**config.mk**
```make
export PLATFORM = sky130hd
export DESIGN_NAME = checksum_frame_sender_with_retry_unit
export DESIGN_NICKNAME = d
export VERILOG_FILES = /design/src/design/cfsr_pkg.sv /design/src/design/checksum_frame_sender_with_retry_unit.sv /design/src/design/cfsr_store.sv
export SDC_FILE = /design/constraint.sdc
export NUM_CORES = 2
export LEC_CHECK = 0
export ABC_AREA = 0
export BUFFER_PORTS_ARGS = -buffer_cell sky130_fd_sc_hd__buf_4
export CAP_MARGIN = 25
export CORE_MARGIN = 1.5
export CORE_UTILIZATION = 40
export CTS_CLUSTER_SIZE = 20
export DETAILED_ROUTE_END_ITERATION = 6
export PLACE_DENSITY = 0.53
export SLEW_MARGIN = 10
export SYNTH_ARGS = -nofsm -noshare
export SYNTH_HDL_FRONTEND = slang
export SYNTH_SLANG_ARGS = --single-unit
```
**constraint.sdc**
```tcl
create_clock -name clk -period 9.9 [get_ports clk]
set_input_delay 0.495 -clock clk [delete_from_list [all_inputs] [get_ports clk]]
set_output_delay 0.495 -clock clk [all_outputs]
set_load 0.005 [all_outputs]
```
**src/design/cfsr_pkg.sv**
```systemverilog
package cfsr_pkg;

	// One link byte, as stored and as sent.
	typedef logic [7:0] byte_t;

	// Number of checksum bytes that open every frame.
	localparam int unsigned SUM_BYTES = 4;

	// Request codes on req_type.
	localparam logic [1:0] REQ_LOAD = 2'd0;
	localparam logic [1:0] REQ_SLOT = 2'd1;
	localparam logic [1:0] REQ_RESP = 2'd2;

	// Result codes on out_kind.
	localparam logic [1:0] KIND_BYTE      = 2'd0;
	localparam logic [1:0] KIND_DELIVERED = 2'd1;
	localparam logic [1:0] KIND_RETRY     = 2'd2;

endpackage

```
**src/design/checksum_frame_sender_with_retry_unit.sv**
```systemverilog
// Additive-checksum frame sender with stop-and-wait retry.
// Requests arrive as command beats: req_type, data_byte and last_byte are taken
// at a rising edge where start is high and busy is low. A load beat stores one
// packet byte and adds it to a 32-bit wrapping sum while the buffer has room;
// last_byte closes the load. Each transmit-slot beat returns one frame byte: the
// four sum bytes, low byte first, then the stored packet. After the final byte a
// response beat either matches the ack code (frame delivered, loading reopens)
// or restarts the frame. The ack code is written through cfg_we / cfg_wdata and
// resets to 89. Results pass through the stage-one and output registers and
// appear on out_kind, out_byte and frame_last for one cycle, flagged by
// out_strobe; the receiver cannot stall. A load beat leaves busy low. A slot or
// response beat raises busy while its result is in the stage-one register, so no
// new beat is taken until it moves on. Wrong-phase beats and request code 3
// are accepted and give no result. Reset clears the sum, length and phase; the
// buffer needs no clearing, since only written entries are ever read back.
module checksum_frame_sender_with_retry_unit
	import cfsr_pkg::*;
#(
	parameter int unsigned MAX_PACKET_BYTES = 256
) (
	input  logic       clk,
	input  logic       arst_n,
	input  logic       start,
	output logic       busy,
	input  logic [1:0] req_type,
	input  logic [7:0] data_byte,
	input  logic       last_byte,
	input  logic       cfg_we,
	input  logic [7:0] cfg_wdata,
	output logic       out_strobe,
	output logic [1:0] out_kind,
	output logic [7:0] out_byte,
	output logic       frame_last
);

	localparam int unsigned AW = $clog2(MAX_PACKET_BYTES);
	localparam int unsigned LW = $clog2(MAX_PACKET_BYTES + 1);
	localparam int unsigned PW = $clog2(MAX_PACKET_BYTES + SUM_BYTES + 1);

	localparam logic [1:0] PH_LOADING = 2'd0;
	localparam logic [1:0] PH_SENDING = 2'd1;
	localparam logic [1:0] PH_WAITING = 2'd2;

	logic [1:0]    phase_q;
	logic [LW-1:0] len_q;
	logic [31:0]   sum_q;
	logic [PW-1:0] pos_q;
	byte_t         ack_code_q;

	logic          valid_s1;
	logic [1:0]    kind_s1;
	byte_t         sum_byte_s1;
	logic          from_mem_s1;
	logic          last_s1;

	logic          accept;
	logic          is_loading;
	logic          room;
	logic          mem_we;
	logic          mem_re;
	logic [PW-1:0] total;
	logic [PW-1:0] pos_next;
	logic          final_byte;
	logic          from_mem;
	logic [PW-1:0] mem_idx;
	byte_t         sum_byte;
	byte_t         rdata;

	assign busy       = valid_s1;
	assign accept     = start && !busy;
	assign is_loading = (phase_q != PH_SENDING) && (phase_q != PH_WAITING);
	assign room       = len_q < LW'(MAX_PACKET_BYTES);
	assign mem_we     = accept && (req_type == REQ_LOAD) && is_loading && room;
	assign mem_re     = accept && (req_type == REQ_SLOT) && (phase_q == PH_SENDING);

	// Frame position bookkeeping for a slot beat.
	assign total      = PW'(SUM_BYTES) + PW'(len_q);
	assign pos_next   = pos_q + PW'(1);
	assign final_byte = pos_next >= total;
	assign from_mem   = pos_q >= PW'(SUM_BYTES);
	assign mem_idx    = pos_q - PW'(SUM_BYTES);

	// Sum byte picked by the low position bits.
	always_comb begin
		case (pos_q[1:0])
			2'd0:    sum_byte = sum_q[7:0];
			2'd1:    sum_byte = sum_q[15:8];
			2'd2:    sum_byte = sum_q[23:16];
			default: sum_byte = sum_q[31:24];
		endcase
	end

	cfsr_store #(
		.DEPTH(MAX_PACKET_BYTES),
		.AW   (AW)
	) u_store (
		.clk  (clk),
		.we   (mem_we),
		.waddr(len_q[AW-1:0]),
		.wdata(data_byte),
		.re   (mem_re),
		.raddr(mem_idx[AW-1:0]),
		.rdata(rdata)
	);

	// Ack code register.
	always_ff @(posedge clk or negedge arst_n) begin
		if (!arst_n) begin
			ack_code_q <= 8'd89;
		end else if (cfg_we) begin
			ack_code_q <= cfg_wdata;
		end
	end

	// Phase machine with length, sum and position.
	always_ff @(posedge clk or negedge arst_n) begin
		if (!arst_n) begin
			phase_q <= PH_LOADING;
			len_q   <= '0;
			sum_q   <= '0;
			pos_q   <= '0;
		end else if (accept) begin
			unique case (req_type)
				REQ_LOAD: begin
					if (is_loading) begin
						if (room) begin
							len_q <= len_q + LW'(1);
							sum_q <= sum_q + 32'(data_byte);
						end
						if (last_byte) begin
							phase_q <= PH_SENDING;
							pos_q   <= '0;
						end
					end
				end
				REQ_SLOT: begin
					if (phase_q == PH_SENDING) begin
						pos_q <= pos_next;
						if (final_byte) begin
							phase_q <= PH_WAITING;
						end
					end
				end
				REQ_RESP: begin
					if (phase_q == PH_WAITING) begin
						pos_q   <= '0;
						if (data_byte == ack_code_q) begin
							phase_q <= PH_LOADING;
							len_q   <= '0;
							sum_q   <= '0;
						end else begin
							phase_q <= PH_SENDING;
						end
					end
				end
				default: begin
				end
			endcase
		end
	end

	// First stage: result under way while the buffer read completes.
	always_ff @(posedge clk or negedge arst_n) begin
		if (!arst_n) begin
			valid_s1 <= 1'b0;
		end else begin
			valid_s1 <= accept
				&& (((req_type == REQ_SLOT) && (phase_q == PH_SENDING))
				|| ((req_type == REQ_RESP) && (phase_q == PH_WAITING)));
		end
	end

	always_ff @(posedge clk) begin
		if (req_type == REQ_SLOT) begin
			kind_s1     <= KIND_BYTE;
			sum_byte_s1 <= sum_byte;
			from_mem_s1 <= from_mem;
			last_s1     <= final_byte;
		end else begin
			kind_s1     <= (data_byte == ack_code_q) ? KIND_DELIVERED : KIND_RETRY;
			sum_byte_s1 <= '0;
			from_mem_s1 <= 1'b0;
			last_s1     <= 1'b0;
		end
	end

	// Output register: one-cycle result strobe.
	always_ff @(posedge clk or negedge arst_n) begin
		if (!arst_n) begin
			out_strobe <= 1'b0;
		end else begin
			out_strobe <= valid_s1;
		end
	end

	always_ff @(posedge clk) begin
		out_kind   <= kind_s1;
		out_byte   <= from_mem_s1 ? rdata : sum_byte_s1;
		frame_last <= last_s1;
	end

endmodule

```
**src/design/cfsr_store.sv**
```systemverilog
// Packet buffer: one write port and one read port, read data registered.
module cfsr_store
	import cfsr_pkg::*;
#(
	parameter int unsigned DEPTH = 256,
	parameter int unsigned AW    = 8
) (
	input  logic          clk,
	input  logic          we,
	input  logic [AW-1:0] waddr,
	input  byte_t         wdata,
	input  logic          re,
	input  logic [AW-1:0] raddr,
	output byte_t         rdata
);

	byte_t mem [DEPTH];

	// Write side.
	always_ff @(posedge clk) begin
		if (we) begin
			mem[waddr] <= wdata;
		end
	end

	// Read side, read data registered.
	always_ff @(posedge clk) begin
		if (re) begin
			rdata <= mem[raddr];
		end
	end

endmodule

```
==> impl_metrics.ini <==
[global_routing]
grt_max_degree = 180
grt_pass1_vias = 42565
grt_overflow = 0
track_usage = 0.2076
antenna_violations_before_repair = 18
grt_first_pass_wirelength_um = 320900

[worst_setup_path]
worst-endpoint-arrival_ns = 6.38
slowest_stage = dfrtp_4
worst_ep_required_time_ns = 10.47
worstSetupEndpointType = register
critical_path.startpoint = pos_q[2]
reg_to_reg_start = pos_q[2]
register_to_register_setup_slack_ns = 4.08
worst_setup_path_start_kind = register
rr_endpoint = u_store.rdata[1]
worstSetupPathType = register to register
worst_r2r_path_depth = 8
worst_setup_path_endpoint = u_store.rdata[1]
critical_path.cell_chain = inv_4 -> ha_4 -> inv_6 -> buf_4 -> mux4_2 -> and3_1 -> a2111oi_1 -> a211oi_1
critical_path_peak_fanout = 82
critical_path.max_stage_delay_ns = 1.02

[yosys]
synth.area.mux_share = 0.1448
ys_seq_area_frac = 0.7545
mappedNetlistArea_sq_um = 84500
dominantRegCellSynth = edfxtp_1
net_count_after_synthesis = 4446
synth_cells = 4387
synth-simple-area-share = 0.03343
synthDistinctLibCells = 68
synth_xor_xnor_area_share = 0.003835
async_flop_share = 0.02896
synth-warning-count = 0
synth_enable_flop_cells = 2056
synth_top_family_by_area = multiplexers
synth_compound_gate_area_share = 0.04256
syn-mean-instance-area_sq_um = 19.26
synth.ff_latch_count = 2141
synth_adder_area_share = 0.005419

[clock_tree]
insertion_delay_ns = 0.86
cts-root-to-sink-buffers = 3
cts_tree = built
post-cts-setup-buffers = 0
cts_num_sinks = 2141
ctsHtreeMaxLevel = 4
cts_made_buffers = 213
clock-root-buffer = clkbuf_16
cts-resized-gates = 0
cts_hold_repair.buffers = 19
clkTransAtPathRegs_ns = 0.06

[die]
fp.dieH_um = 462.6
num_rows = 168
die_x_um = 462.6
design.die.area_sq_um = 214000
core_region_area_sq_um = 209800
initial_utilization = 0.4028
ioPinCount = 36

[hold_path]
path_class_of_the_lowest_slack_min_delay_path = primary input to register
min_delay_path_depth = 1

[sta]
report.final.setup_viol = 0
slew_headroom = 0.1962
min_period_ns = 5.815
timing.final.max_slew_violations = 0
worst_clock_skew_ns = 0.03904
fin_tns_setup_ns = 0
max_clock_freq_mhz = 172.0
rsz0062_at_grt = false
fin_worst_hold_slack_ns = 0.04103
timing_hold_violations_final = 0
timing.final.crit_share = 0.5874
worst-slew-pin-transition_ns = 1.206

[flow_run]
maxCapViolations = 0

[drt]
remaining_drcs = 17
first_pass_iters = 7
wl_per_instance_um = 30.11
vias_per_cell = 5.743
routed_wl_um = 224600
num_vias = 42830
drt-initial-drc-count = 4371
ant_nets = 0

[pwr]
peakVddDrop_mv = 0.2097
total_leakage_power_nw = 29.72
power.switching_mw = 6.674
comb_power_share = 0.226
intPower_mw = 16.32
seqPwrFrac = 0.440
total_power_mw = 22.99
clockPowerShare = 0.334
powerDensity_nw_per_um2 = 242.7
sw_frac_of_total = 0.2903

[layout]
num-fill-cells = 17889
nNetsFinal = 4535
drive_above_1_share = 0.1804
syn_to_final_growth_pct = 12.09
seq_area_sq_um = 63770
stdcell_count = 7458
multi_input_comb_area_sq_um = 19520

[placement]
detailed_place_hpwl_um = 133400
numPlacedInstances = 7046
port_buffers = 35
place.gp.congestion = 0.8076

[status]
violated_checks = DRC
outcome = finished, violations left
[worst max-delay path, delay by kind of cell, from the launching register on]
kind | cells | cell delay [ns]
buffers and inverters | 3 | 1.96
DFF | 1 | 1.02
AOI/OAI and AO/OA | 2 | 1.00
muxes | 1 | 0.62
adders and majority gates | 1 | 0.54
and+or+nand+nor | 1 | 0.21
[layout make-up]
class | count | share of cell area
clock buffers | 282 | 0.05991
repair buffers | 139 | 0.01371
diodes | 3 | 0.00007926
clock inverters | 107 | 0.008996
flip-flops and latches | 2141 | 0.6732
well taps | 2805 | 0.03705
multi-input cells | 1960 | 0.2061
inverters | 21 | 0.0009115
[worst min-delay path by stage]
stage,from,endpoint,slack (ns)
2_1_floorplan,arst_n,ack_code_q[1],0.20
3_3_place_gp,last_s1,frame_last,0.31
3_5_place_dp,kind_s1[0],out_kind[0],0.31
4_1_cts,data_byte[3],u_store.mem[47][3],0.0005
5_1_grt,data_byte[3],u_store.mem[45][3],0.02
6_report,data_byte[0],u_store.mem[145][0],0.04
[power by group through the flow]
| stage | clock network (mW) | registers (mW) | logic, mW |
|---|---|---|---|
| 2_1_floorplan | 0 | 10.2 | 3.36 |
| 3_3_place_gp | 0 | 10.3 | 5.15 |
| 3_5_place_dp | 0 | 10.3 | 5.21 |
| 4_1_cts | 7.84 | 10.1 | 5.24 |
| 5_1_grt | 8.15 | 10.1 | 5.48 |
| 6_report | 7.68 | 10.1 | 5.20 |
[cells in the mapped netlist, types with 4 or more instances]
cell type,instances,area share
nor2b_1,7,0.00052
nand2_1,137,0.0061
a2111oi_0,9,0.00093
o21ai_0,33,0.0020
mux2_2,16,0.0021
o221ai_1,147,0.015
clkbuf_1,149,0.0066
or4_1,11,0.00098
xnor2_1,25,0.0026
a21oi_1,107,0.0063
dfstp_2,4,0.0012
a222oi_1,8,0.00095
mux2i_1,322,0.038
dfxtp_1,23,0.0054
o31ai_1,14,0.0012
and3_1,30,0.0022
edfxtp_1,2056,0.73
or3_1,18,0.0013
o22ai_1,83,0.0061
ha_1,35,0.0052
and4_1,4,0.00041
nand2b_1,10,0.00074
buf_2,47,0.0028
buf_1,25,0.0011
nand4_1,20,0.0015
a211oi_1,38,0.0034
buf_4,41,0.0036
mux4_2,392,0.10
o21ai_1,40,0.0024
o211ai_1,8,0.00071
nand3_1,27,0.0016
nor3_1,21,0.0012
nor4_1,9,0.00067
xor2_1,12,0.0012
dfrtp_1,58,0.017
a21o_1,5,0.00044
nor2_1,331,0.015
inv_1,18,0.00080
a22o_1,6,0.00062
[placed cells by master, fill, tap and decap left out, drive strengths merged, types with 18 or more instances in the layout]
cell type    count
dfrtp           58
a211oi          39
clkinv          86
buf            115
dlygate4sd3     19
mux2i          322
nor3            21
xnor2           25
o221ai         147
a21oi          107
nand3           28
nor2           331
or3             18
o22ai           83
inv             26
ha              35
dfxtp           23
edfxtp        2056
clkbuf         282
and3            30
nand4           20
mux4           392
nand2          137
o21ai           73
[flip-flops by register name, summed over array words and instances (netlist names), 8 cells and up]
signal and count:
u_store.mem 2048, sum_q 32, len_q 9, pos_q 9, ack_code_q 8, out_byte 8
sum_byte_s1 8, u_store.rdata 8
[metrics by stage]
stage / worst slack [ns] / cell area, sq um / utilization
4_1_cts: 4.171 / 94680 / 0.4513
6_report: 4.085 / 94720 / 0.4515
2_1_floorplan: 6.190 / 84500 / -
5_1_grt: 3.981 / 94710 / 0.4515
3_5_place_dp: 4.191 / 87970 / 0.4193
3_3_place_gp: 3.611 / 87870 / 0.4189
[per-layer routing]
layer	global-route usage	part of all wire
met4	0.05966	0.026
met3	0.03084	0.063
met5	0	0.00018
met2	0.3242	0.47
met1	0.3030	0.44
[logic make-up after synthesis]
family                     count (synthesis)
xor gates and xnor gates                  37
buffers and inverters                    286
and+or+nand+nor                          640
AOI/OAI and AO/OA                        517
DFF                                     2141
muxes                                    730
adders and majority gates                 36
(Power assumes the default switching activity.)
